File: src/hdl/ntprb_pkg.sv
// ntprb_pkg: shared types and constants for the NTP reply builder.
// Used by every module under hdl; has no dependencies.
`timescale 1ns / 1ps
`default_nettype none

package ntprb_pkg;

   localparam int ReplyWords = 12;
   localparam int WordIdxBits = $clog2(ReplyWords);
   localparam logic [WordIdxBits-1:0] LastWordIndex = WordIdxBits'(ReplyWords - 1);

   localparam logic [10:0] MinRequestBytes = 11'd48;

   localparam logic [2:0] ModeSymActive = 3'd1;
   localparam logic [2:0] ModeClient = 3'd3;
   localparam logic [2:0] ModeServer = 3'd4;
   localparam logic [2:0] VersionMin = 3'd1;
   localparam logic [2:0] VersionMax = 3'd4;

   localparam logic [1:0] LeapNone = 2'd0;
   localparam logic [1:0] LeapAlarm = 2'd3;

   localparam logic [7:0] StratumGps = 8'd1;
   localparam logic [7:0] StratumSntp = 8'd2;
   localparam logic [7:0] StratumRtc = 8'd12;
   localparam logic [7:0] StratumNone = 8'd16;

   localparam logic [7:0] PrecGpsPps = 8'hEC;
   localparam logic [7:0] PrecGps = 8'hEE;
   localparam logic [7:0] PrecRtc = 8'hF6;
   localparam logic [7:0] PrecCoarse = 8'hF9;

   localparam logic [31:0] DispGpsPps = 32'd5;
   localparam logic [31:0] DispGps = 32'd16;
   localparam logic [31:0] SntpShort = 32'h0000_1999;
   localparam logic [31:0] DispRtc = 32'd656;

   localparam logic [31:0] RefIdGps = 32'h4750_5300;
   localparam logic [31:0] RefIdRtc = 32'h5254_4300;

   localparam logic [31:0] EpochShift = 32'd2208988800;
   localparam logic [19:0] UsecMax = 20'd999999;

   // frac = floor(us * 2^26 / 15625) = (us * ceil(2^60 / 15625)) >> 34, exact for us < 1e6
   localparam logic [46:0] FracMagic = 47'd73786976294839;
   localparam logic [22:0] FracMagicHi = FracMagic[46:24];
   localparam logic [23:0] FracMagicLo = FracMagic[23:0];
   localparam int FracShift = 34;

   localparam int FifoDepth = 2;
   localparam int FifoPtrBits = $clog2(FifoDepth);
   localparam int FifoCntBits = $clog2(FifoDepth + 1);

   localparam logic [0:0] CsrPpsMode = 1'b0;

   typedef enum logic [1:0] {
      SRC_GPS,
      SRC_SNTP,
      SRC_RTC,
      SRC_NONE
   } src_type;

   typedef struct packed {
      logic [10:0] packet_len;
      logic [7:0] req_header;
      logic [7:0] req_poll;
      logic [63:0] client_tx_stamp;
      logic [2:0] sync_flags;
      logic [51:0] receive_time;
      logic [51:0] send_time;
      logic [51:0] fix_time;
      logic [31:0] upstream_ref_id;
   } req_item_type;

   typedef struct packed {
      logic [31:0] reply_word;
      logic [WordIdxBits-1:0] word_index;
      logic last_word;
      logic [31:0] served_count;
   } rsp_item_type;

   typedef struct packed {
      logic [ReplyWords-1:0][31:0] words;
      logic [31:0] served;
   } entry_type;

endpackage

`default_nettype wire

File: src/hdl/ntprb_front.sv
// ntprb_front: request check, source select, header words and time conversion.
// Depends on ntprb_pkg; feeds ntprb_fifo.
`timescale 1ns / 1ps
`default_nettype none

module ntprb_front (
   input wire logic clock,
   input wire logic reset,
   input wire logic pps_mode,
   input wire logic push,
   output logic full,
   input wire ntprb_pkg::req_item_type req_item,
   output logic wr_en,
   output ntprb_pkg::entry_type wr_data,
   input wire logic fifo_full
);

   typedef struct packed {
      logic [3:0][31:0] head;
      logic [63:0] ctx;
      logic [31:0] ref_sec;
      logic [31:0] rx_sec;
      logic [31:0] tx_sec;
      logic [2:0][42:0] pp_hi;
      logic [2:0][43:0] pp_lo;
      logic [31:0] served;
   } stage_type;

   logic s1_valid_ff, s1_valid_in;
   stage_type s1_ff, s1_in;
   logic [31:0] served_ff, served_in;

   logic accept, keep, s1_take;
   logic [2:0] mode, vn;
   ntprb_pkg::src_type src;
   logic [1:0] li;
   logic [7:0] stratum, prec;
   logic [31:0] delay, disp, refid;
   logic [51:0] refsrc;
   logic [2:0][51:0] stamps;
   logic [2:0][19:0] us;
   logic [2:0][31:0] frac;
   logic [2:0][66:0] prod;

   assign s1_take = s1_valid_ff && !fifo_full;
   assign full = s1_valid_ff && fifo_full;
   assign accept = push && !full;

   assign mode = req_item.req_header[2:0];
   assign vn = req_item.req_header[5:3];
   assign keep = (req_item.packet_len >= ntprb_pkg::MinRequestBytes)
      && (mode == ntprb_pkg::ModeSymActive || mode == ntprb_pkg::ModeClient)
      && (vn >= ntprb_pkg::VersionMin) && (vn <= ntprb_pkg::VersionMax);

   always_comb begin
      if (req_item.sync_flags[0]) begin
         src = ntprb_pkg::SRC_GPS;
      end else if (req_item.sync_flags[1]) begin
         src = ntprb_pkg::SRC_SNTP;
      end else if (req_item.sync_flags[2]) begin
         src = ntprb_pkg::SRC_RTC;
      end else begin
         src = ntprb_pkg::SRC_NONE;
      end
   end

   always_comb begin
      li = ntprb_pkg::LeapNone;
      delay = '0;
      disp = '0;
      refid = '0;
      stratum = ntprb_pkg::StratumNone;
      prec = ntprb_pkg::PrecCoarse;
      case (src)
         ntprb_pkg::SRC_GPS: begin
            stratum = ntprb_pkg::StratumGps;
            refid = ntprb_pkg::RefIdGps;
            prec = pps_mode ? ntprb_pkg::PrecGpsPps : ntprb_pkg::PrecGps;
            disp = pps_mode ? ntprb_pkg::DispGpsPps : ntprb_pkg::DispGps;
         end
         ntprb_pkg::SRC_SNTP: begin
            stratum = ntprb_pkg::StratumSntp;
            delay = ntprb_pkg::SntpShort;
            disp = ntprb_pkg::SntpShort;
            refid = req_item.upstream_ref_id;
         end
         ntprb_pkg::SRC_RTC: begin
            stratum = ntprb_pkg::StratumRtc;
            prec = ntprb_pkg::PrecRtc;
            disp = ntprb_pkg::DispRtc;
            refid = ntprb_pkg::RefIdRtc;
         end
         default: begin
            li = ntprb_pkg::LeapAlarm;
         end
      endcase
   end

   assign refsrc = (src == ntprb_pkg::SRC_GPS) ? req_item.fix_time : req_item.receive_time;
   assign stamps[0] = refsrc;
   assign stamps[1] = req_item.receive_time;
   assign stamps[2] = req_item.send_time;

   always_comb begin
      for (int i = 0; i < 3; i++) begin
         us[i] = (stamps[i][19:0] > ntprb_pkg::UsecMax) ? ntprb_pkg::UsecMax
                                                        : stamps[i][19:0];
      end
   end

   always_comb begin
      s1_in.head[0] = {li, vn, ntprb_pkg::ModeServer, stratum, req_item.req_poll, prec};
      s1_in.head[1] = delay;
      s1_in.head[2] = disp;
      s1_in.head[3] = refid;
      s1_in.ctx = req_item.client_tx_stamp;
      s1_in.ref_sec = stamps[0][51:20] + ntprb_pkg::EpochShift;
      s1_in.rx_sec = stamps[1][51:20] + ntprb_pkg::EpochShift;
      s1_in.tx_sec = stamps[2][51:20] + ntprb_pkg::EpochShift;
      for (int i = 0; i < 3; i++) begin
         s1_in.pp_hi[i] = 43'(us[i]) * 43'(ntprb_pkg::FracMagicHi);
         s1_in.pp_lo[i] = 44'(us[i]) * 44'(ntprb_pkg::FracMagicLo);
      end
      s1_in.served = served_ff + 32'd1;
   end

   always_comb begin
      s1_valid_in = s1_valid_ff && !s1_take;
      served_in = served_ff;
      if (accept && keep) begin
         s1_valid_in = 1'b1;
         served_in = served_ff + 32'd1;
      end
   end

   always_ff @(posedge clock) begin
      if (reset) begin
         s1_valid_ff <= 1'b0;
         served_ff <= '0;
      end else begin
         s1_valid_ff <= s1_valid_in;
         served_ff <= served_in;
      end
   end

   always_ff @(posedge clock) begin
      if (accept && keep) begin
         s1_ff <= s1_in;
      end
   end

   always_comb begin
      for (int i = 0; i < 3; i++) begin
         prod[i] = {s1_ff.pp_hi[i], 24'd0} + 67'(s1_ff.pp_lo[i]);
         frac[i] = prod[i][ntprb_pkg::FracShift +: 32];
      end
   end

   assign wr_en = s1_take;

   always_comb begin
      wr_data.words[0] = s1_ff.head[0];
      wr_data.words[1] = s1_ff.head[1];
      wr_data.words[2] = s1_ff.head[2];
      wr_data.words[3] = s1_ff.head[3];
      wr_data.words[4] = s1_ff.ref_sec;
      wr_data.words[5] = frac[0];
      wr_data.words[6] = s1_ff.ctx[63:32];
      wr_data.words[7] = s1_ff.ctx[31:0];
      wr_data.words[8] = s1_ff.rx_sec;
      wr_data.words[9] = frac[1];
      wr_data.words[10] = s1_ff.tx_sec;
      wr_data.words[11] = frac[2];
      wr_data.served = s1_ff.served;
   end

endmodule

`default_nettype wire

File: src/hdl/ntprb_fifo.sv
// ntprb_fifo: short queue of finished replies between front and back.
// Depends on ntprb_pkg for the entry type and depth.
`timescale 1ns / 1ps
`default_nettype none

module ntprb_fifo (
   input wire logic clock,
   input wire logic reset,
   input wire logic wr_en,
   input wire ntprb_pkg::entry_type wr_data,
   output logic fifo_full,
   input wire logic rd_en,
   output ntprb_pkg::entry_type rd_data,
   output logic fifo_empty
);

   ntprb_pkg::entry_type mem [ntprb_pkg::FifoDepth];
   logic [ntprb_pkg::FifoPtrBits-1:0] wr_ptr_ff, wr_ptr_in, rd_ptr_ff, rd_ptr_in;
   logic [ntprb_pkg::FifoCntBits-1:0] count_ff, count_in;
   logic do_wr, do_rd;

   assign fifo_full = (count_ff == ntprb_pkg::FifoCntBits'(ntprb_pkg::FifoDepth));
   assign fifo_empty = (count_ff == '0);
   assign do_wr = wr_en && !fifo_full;
   assign do_rd = rd_en && !fifo_empty;
   assign rd_data = mem[rd_ptr_ff];

   always_comb begin
      wr_ptr_in = wr_ptr_ff;
      rd_ptr_in = rd_ptr_ff;
      count_in = count_ff;
      if (do_wr) begin
         wr_ptr_in = (wr_ptr_ff == ntprb_pkg::FifoPtrBits'(ntprb_pkg::FifoDepth - 1))
            ? '0 : wr_ptr_ff + 1'b1;
      end
      if (do_rd) begin
         rd_ptr_in = (rd_ptr_ff == ntprb_pkg::FifoPtrBits'(ntprb_pkg::FifoDepth - 1))
            ? '0 : rd_ptr_ff + 1'b1;
      end
      if (do_wr && !do_rd) begin
         count_in = count_ff + 1'b1;
      end else if (do_rd && !do_wr) begin
         count_in = count_ff - 1'b1;
      end
   end

   always_ff @(posedge clock) begin
      if (reset) begin
         wr_ptr_ff <= '0;
         rd_ptr_ff <= '0;
         count_ff <= '0;
      end else begin
         wr_ptr_ff <= wr_ptr_in;
         rd_ptr_ff <= rd_ptr_in;
         count_ff <= count_in;
      end
   end

   always_ff @(posedge clock) begin
      if (do_wr) begin
         mem[wr_ptr_ff] <= wr_data;
      end
   end

endmodule

`default_nettype wire

File: src/hdl/ntprb_back.sv
// ntprb_back: holds one reply and streams its words out one per transfer.
// Depends on ntprb_pkg; pulls entries from ntprb_fifo.
`timescale 1ns / 1ps
`default_nettype none

module ntprb_back (
   input wire logic clock,
   input wire logic reset,
   input wire logic fifo_empty,
   input wire ntprb_pkg::entry_type rd_data,
   output logic rd_en,
   output logic empty,
   input wire logic pop,
   output ntprb_pkg::rsp_item_type rsp_item
);

   logic busy_ff, busy_in;
   logic [ntprb_pkg::WordIdxBits-1:0] idx_ff, idx_in;
   ntprb_pkg::entry_type cur_ff;
   logic is_last, take, load;

   assign is_last = (idx_ff == ntprb_pkg::LastWordIndex);
   assign take = busy_ff && pop;
   assign load = !fifo_empty && (!busy_ff || (take && is_last));
   assign rd_en = load;
   assign empty = !busy_ff;

   always_comb begin
      busy_in = busy_ff;
      idx_in = idx_ff;
      if (load) begin
         busy_in = 1'b1;
         idx_in = '0;
      end else if (take) begin
         if (is_last) begin
            busy_in = 1'b0;
         end else begin
            idx_in = idx_ff + 1'b1;
         end
      end
   end

   always_ff @(posedge clock) begin
      if (reset) begin
         busy_ff <= 1'b0;
         idx_ff <= '0;
      end else begin
         busy_ff <= busy_in;
         idx_ff <= idx_in;
      end
   end

   always_ff @(posedge clock) begin
      if (load) begin
         cur_ff <= rd_data;
      end
   end

   always_comb begin
      rsp_item.reply_word = cur_ff.words[idx_ff];
      rsp_item.word_index = idx_ff;
      rsp_item.last_word = is_last;
      rsp_item.served_count = cur_ff.served;
   end

endmodule

`default_nettype wire

File: src/hdl/ntp_reply_builder_top.sv
// NTP v4 server reply builder. A request is taken whenever full is low: requests that are
// too short or carry a bad mode or version vanish, the rest yield a 48-byte reply as twelve
// words, one per pop; a steady stream is paced by the result port as new requests queue
// up behind it. A taken request passes the front stage register, a queue of up to two
// finished replies and the back stage's reply register before its first word shows.
// pps_mode sits at APB byte address 0 and should be written while no reply is pending.
// Depends on ntprb_pkg, ntprb_front, ntprb_fifo and ntprb_back.
`timescale 1ns / 1ps
`default_nettype none

module ntp_reply_builder_top (
   input wire logic clock,
   input wire logic reset,
   input wire logic push,
   output logic full,
   input wire ntprb_pkg::req_item_type req_item,
   output logic empty,
   input wire logic pop,
   output ntprb_pkg::rsp_item_type rsp_item,
   input wire logic psel,
   input wire logic penable,
   input wire logic pwrite,
   input wire logic [2:0] paddr,
   input wire logic [31:0] pwdata,
   output logic [31:0] prdata,
   output logic pready
);

   logic pps_mode_ff, pps_mode_in;
   logic csr_wr, csr_hit;
   logic wr_en, rd_en, fifo_full, fifo_empty;
   ntprb_pkg::entry_type wr_data, rd_data;

   assign pready = 1'b1;
   assign csr_hit = (paddr[2] == ntprb_pkg::CsrPpsMode);
   assign csr_wr = psel && penable && pwrite && csr_hit;
   assign pps_mode_in = csr_wr ? pwdata[0] : pps_mode_ff;
   assign prdata = csr_hit ? {31'd0, pps_mode_ff} : 32'd0;

   always_ff @(posedge clock) begin
      if (reset) begin
         pps_mode_ff <= 1'b0;
      end else begin
         pps_mode_ff <= pps_mode_in;
      end
   end

   ntprb_front u_front (
      .clock(clock),
      .reset(reset),
      .pps_mode(pps_mode_ff),
      .push(push),
      .full(full),
      .req_item(req_item),
      .wr_en(wr_en),
      .wr_data(wr_data),
      .fifo_full(fifo_full)
   );

   ntprb_fifo u_fifo (
      .clock(clock),
      .reset(reset),
      .wr_en(wr_en),
      .wr_data(wr_data),
      .fifo_full(fifo_full),
      .rd_en(rd_en),
      .rd_data(rd_data),
      .fifo_empty(fifo_empty)
   );

   ntprb_back u_back (
      .clock(clock),
      .reset(reset),
      .fifo_empty(fifo_empty),
      .rd_data(rd_data),
      .rd_en(rd_en),
      .empty(empty),
      .pop(pop),
      .rsp_item(rsp_item)
   );

endmodule

`default_nettype wire

File: config.mk
export PLATFORM = sky130hd
export DESIGN_NAME = ntp_reply_builder_top
export DESIGN_NICKNAME = d
export VERILOG_FILES = /design/src/hdl/ntprb_pkg.sv /design/src/hdl/ntprb_front.sv /design/src/hdl/ntprb_fifo.sv /design/src/hdl/ntprb_back.sv /design/src/hdl/ntp_reply_builder_top.sv
export SDC_FILE = /design/constraint.sdc
export NUM_CORES = 2
export LEC_CHECK = 0
export BUFFER_PORTS_ARGS = -buffer_cell sky130_fd_sc_hd__buf_2
export CORE_MARGIN = 4
export CORE_UTILIZATION = 40
export DETAILED_ROUTE_END_ITERATION = 10
export PLACE_DENSITY = 0.66
export SYNTH_ARGS = -nofsm -noshare
export SYNTH_HDL_FRONTEND = slang
export SYNTH_SLANG_ARGS = --single-unit
File: constraint.sdc
create_clock -name clock -period 27.4 [get_ports clock]
set_input_delay 5.48 -clock clock [delete_from_list [all_inputs] [get_ports clock]]
set_output_delay 5.48 -clock clock [all_outputs]
set_load 0.005 [all_outputs]
### After elaboration in Yosys (flattened, before gate mapping)

Memory sizes are Yosys's and may differ from the RTL's. A register that Yosys moved wholly into a read port is not among the register bits.
Cells that the tools add are included.

* flip-flop bits (word level): 647
* RAM bits: 826
* input bits: 324
* output and inout port bits: 104
* word-level logic and storage cells: 122
* memories: 1

Memory list
* u_fifo.mem: depth 2, width 413, rd ports 1, clocked after Yosys merged registers in 1, write ports 1, line ntprb_fifo.sv:17 `ntprb_pkg::entry_type mem [ntprb_pkg::FifoDepth];`

* add/subtract/negate cells: 12
* $mul: 6
* $lt $le $gt $ge: 7
* equality and inequality tests: 6
* muxes and demuxes: 28
* bitwise logic cells: 2
* reduce and logical (&&, ||, !) cells: 36

Operator list (number)
* 66-bit by 44-bit adder with 66-bit output: 3
* 32-bit one-hot mux with 3 select lines: 2
* 20-bit by 24-bit multiplier with 44-bit output (second input constant): 3
* 32-bit binary-select mux with 4-bit select: 1
* 20-bit by 22-bit multiplier with 41-bit output (second input constant): 3
* 32-bit adder (second input constant): 3
* 20-bit > comparator (second input constant): 3
* 20-bit two-way mux: 3
* 52-bit two-way mux: 1
* 32-bit by 1-bit adder with 32-bit output (second input constant): 1
* 32-bit two-way mux: 1
* 1-bit logical AND: 18
* 8-bit one-hot mux with 2 select lines: 1
* 5-bit one-hot mux with 3 select lines: 1
* 13-bit two-way mux: 1
* 2-bit two-way mux: 6
* 11-bit by 6-bit greater-or-equal comparator with 1-bit output (second input constant): 1
* 1-bit two-way mux: 10
* 1-bit zero test: 7
* 2-bit nonzero test: 3
* 4-bit by 5-bit < comparator with 1-bit output (second input constant): 1
* 5-bit two-way mux: 1
* 4-bit by 1-bit adder with 4-bit output (second input constant): 1
* 2-bit equality test (second input constant): 2
* 15 further kinds: 20

### Logic depth before layout (Yosys ltp)

* depth after elaboration: 8
* gate-level depth with buffers: 37

### Hierarchy

A second synthesis with hierarchy kept.

* cells, all modules: 8472
* area, all modules: 114583.6 um^2

By module, submodules not included
* ntprb_front: times used 1, cells an instance 6338, area each 67091.8 um^2, sequential area each 13513.0 um^2
* ntprb_fifo: times used 1, cells an instance 1319, area each 31061.0 um^2, sequential area each 25084.1 um^2
* ntprb_back: times used 1, cells an instance 775, area each 16121.7 um^2, sequential area each 12592.1 um^2
* ntp_reply_builder_top: times used 1, cells an instance 40, area each 309.0 um^2, sequential area each 20.0 um^2

### Worst setup path after synthesis

Ideal clock, no wire load.

* path kind: input-to-reg
* from: in pop
* to: reg u_back.idx_ff[0] in the netlist's numbering
* library setup time: 141 ps
* arrival time: 24020 ps
* required time: 27259 ps
* slack: 3239 ps
* stages: 4
* path buffers: 0
* path through: nand2_1 > a21oi_1 > or2_2 > nor2_1

* longest elaborated chain between the ends: 5

Ends and longest elaborated chain
* start, declared: line ntp_reply_builder_top.sv:18 `input wire logic pop,`
* 1-bit logical AND: line ntprb_back.sv:23 `assign take = busy_ff && pop;`
* 1-bit logical AND: line ntprb_back.sv:24 `assign load = !fifo_empty && (!busy_ff || (take && is_last));`
* 1-bit logical OR: line ntprb_back.sv:24
* 1-bit logical AND: line ntprb_back.sv:24
* net rd_en: line ntp_reply_builder_top.sv:31 `logic wr_en, rd_en, fifo_full, fifo_empty;`
* 2-bit OR reduction (no line)
* end signal, assigned: line ntprb_back.sv:49 `idx_ff <= idx_in;`
* end, declared: line ntprb_back.sv:18 `logic [ntprb_pkg::WordIdxBits-1:0] idx_ff, idx_in;`

The timed path passes the listed nets, and every way through them passes these cells.
A chain may end at the register's enable or synchronous reset.

==> impl_metrics.toml <==
[outcome]
status = "complete, no violations"

[yosys]
synth_area_per_cell_um2 = 13.3
synth_area_leaders = "edfxtp_1 (43%), fa_1 (18%), ha_1 (14%)"
synth_top_area_frac = 0.428
synthCells = 7718
async_flop_share = 0
yosys.area.top_type = "edfxtp_1"
synth_edf_count = 1460
ys_types = 99
yosysSeqAreaShare = 0.436
ys_dominant_reg_cell = "edfxtp_1"
synth_seq_cells = 1503
synthesis.area_um2 = 102000
synth_warnings = 0

[setup_path]
crit_type = "in2reg"
worstRegToRegCells = 9
startpoint = "req_item[188]"
cp_max_fo = 43
reg2reg_to = "u_back.cur_ff[191]"
cp_slowest_cell = "o21ai_0"
worstSetupEndpoint = "u_front.s1_ff[199]"
cp_slowest_stage_delay_ps = 1000
critPathRequiredTime_ps = 27880
arrival_ps = 16280
rrSetupSlack_ps = 22090
crit_top_cell = "fa_1"
startpoint_type = "input pin"
timing.rr.start = "u_back.idx_ff[0]"
end_kind = "flip-flop"

[drt]
vias_per_cell = 5.10
drc = 0
dr.first_iter.drc_count = 4796
num_vias = 59300
drt_wl_total_mm = 269
detail-route-antenna-nets = 0
firstDrtPassIters = 6
wire_per_inst_um = 23.1

[timing]
max_slew.worst_pin.slew_ps = 1170
tns_ps = 0
grt_setup_unrepaired = "no"
fin_ws_ps = 11600
finalSetupViolCount = 0
finalCritPeriodShare = 0.576
hold_violations = 0
relSlewSlack = 0.213
finClkSkew_ps = 85.9
period_minus_slack_ps = 15800
finalMaxSlewViolations = 0
fmax_mhz = 63.3

[global_routing]
overflow = 0
antenna_found_initial = 52
grt_pass1_vias = 62300
grt_max_degree = 166
grt_usage = 0.204
grt_pass1_wl_mm = 403

[clock_network]
insertion_delay_ps = 810
clkTransAtPathRegs_ps = 60
cts_resized = 0
htree_num_levels = 4
root_buffer = "clkbuf_16"
cts_tree = "yes"
cts_hold_buf = 0
cts_setup_buffers = 0
cts_inserted_buffers = 154
clock-sinks = 1503
cts_buffer_depth = 3

[die]
num_rows = 185
fp.dieH_um = 514
coreArea_um2 = 254000
die_x_um = 514
ios = 428
start_util = 0.403
die-area_um2 = 264000

[layout]
layout_common_cells = "inv_1 (1515), edfxtp_1 (1460), ha_1 (1106)"
fin_util = 0.445
ff_latch_area_um2 = 44700
drive_gt1_frac = 0.137
syn_to_final_growth_pct = 10.5
nNetsFinal = 10500
final_common_cell = "inv_1"
fillers = 22700
multi_input_area_um2 = 51200

[place]
place_ws_ps = 11010
gp_congestion = 0.922
portBuffers = 355
dp_hpwl_mm = 214

[flow_run]
cap_violations = 0

[min_path]
worstHoldPathType = "reg2reg"
==> worst min-delay path by stage <==
stage / cells after the start / startpoint / to
5_1_grt: 0 / u_front.wr_data[301] / u_fifo.mem[0][276]
2_1_floorplan: 0 / u_front.wr_data[0] / u_fifo.mem[0][0]
3_5_place_dp: 0 / u_front.wr_data[26] / u_fifo.mem[1][26]
6_report: 0 / u_front.wr_data[301] / u_fifo.mem[1][276]
4_1_cts: 0 / u_front.wr_data[60] / u_fifo.mem[0][54]
3_3_place_gp: 0 / u_front.wr_data[98] / u_fifo.mem[0][73]
==> synthesized netlist by cell type, types with 40 or more instances <==
master,instances
nand2b_1,45
xnor2_1,236
mux4_2,66
and3_1,64
nand2_1,233
xor2_1,146
nor2_1,223
nor2b_1,43
nand3_1,93
dfxtp_1,43
clkbuf_1,102
inv_1,1517
a21oi_1,240
mux2_2,361
buf_4,67
fa_1,939
edfxtp_1,1460
a21o_1,108
nand4_1,40
ha_1,1106
o21ai_0,103
==> cells by family (layout without fill, tap and decap cells) <==
kind of cell | Yosys count | count (layout) | synth area share
other | 2 | 53 | 0.0000733
adders and majority gates | 2045 | 2045 | 0.319
and+or+nand+nor | 902 | 902 | 0.0438
buffers and inverters | 1708 | 2206 | 0.0651
AOI/OAI and AO/OA | 711 | 711 | 0.0455
DFF | 1503 | 1503 | 0.436
muxes | 465 | 465 | 0.0579
xor gates and xnor gates | 382 | 382 | 0.0327
==> layer usage <==
| layer | vias to the layer above | GRT usage | wire, um |
|---|---|---|---|
| li1 | 27000 | - | - |
| met1 | 30000 | 0.297 | 123000 |
| met2 | 1919 | 0.319 | 122000 |
| met3 | 325 | 0.0353 | 18200 |
| met4 | 20 | 0.0457 | 6020 |
| met5 | - | 0 | 123 |
==> area by class of cell <==
cell class              instances  share of cell area
multi-input cells            4537               0.452
clock buffers                 187              0.0357
flip-flops and latches       1503               0.395
repair buffers                406              0.0195
inverters                    1517              0.0504
clock inverters                96             0.00937
well taps                    3366              0.0372
diodes                         21            0.000464
==> state kept, by name, summed over array words and instances, names as in the netlist <==
name / count
u_back.idx_ff: 4
u_fifo.count_ff: 2
u_back.cur_ff: 312
u_front.served_ff: 32
u_front.s1_ff: 180
u_back.busy_ff: 1
pps_mode_ff: 1
u_fifo.rd_ptr_ff: 1
u_back.rsp_item: 32
u_front.s1_valid_ff: 1
u_fifo.wr_ptr_ff: 1
u_fifo.mem: 688
u_front.wr_data: 248
==> through the flow <==
step | cell area, um2 | std cells | hold WS [ps]
final | 113000 | 11600 | 405
after global placement | 108000 | 11300 | 422
after detailed placement | 108000 | 11300 | 429
after CTS | 113000 | 11600 | 395
after global routing | 113000 | 11600 | 410
after floorplan | 103000 | 7748 | 421
==> worst max-delay path: cells and delay by family <==
family	cells	cell delay, ps
xor gates and xnor gates	1	90
buffers and inverters	10	1760
AOI/OAI and AO/OA	10	3970
adders and majority gates	8	4190
and+or+nand+nor	3	690
Power is left out: the tool's default activity adds up to more than one toggle a clock period on the data nets, which glitch-free logic cannot reach.
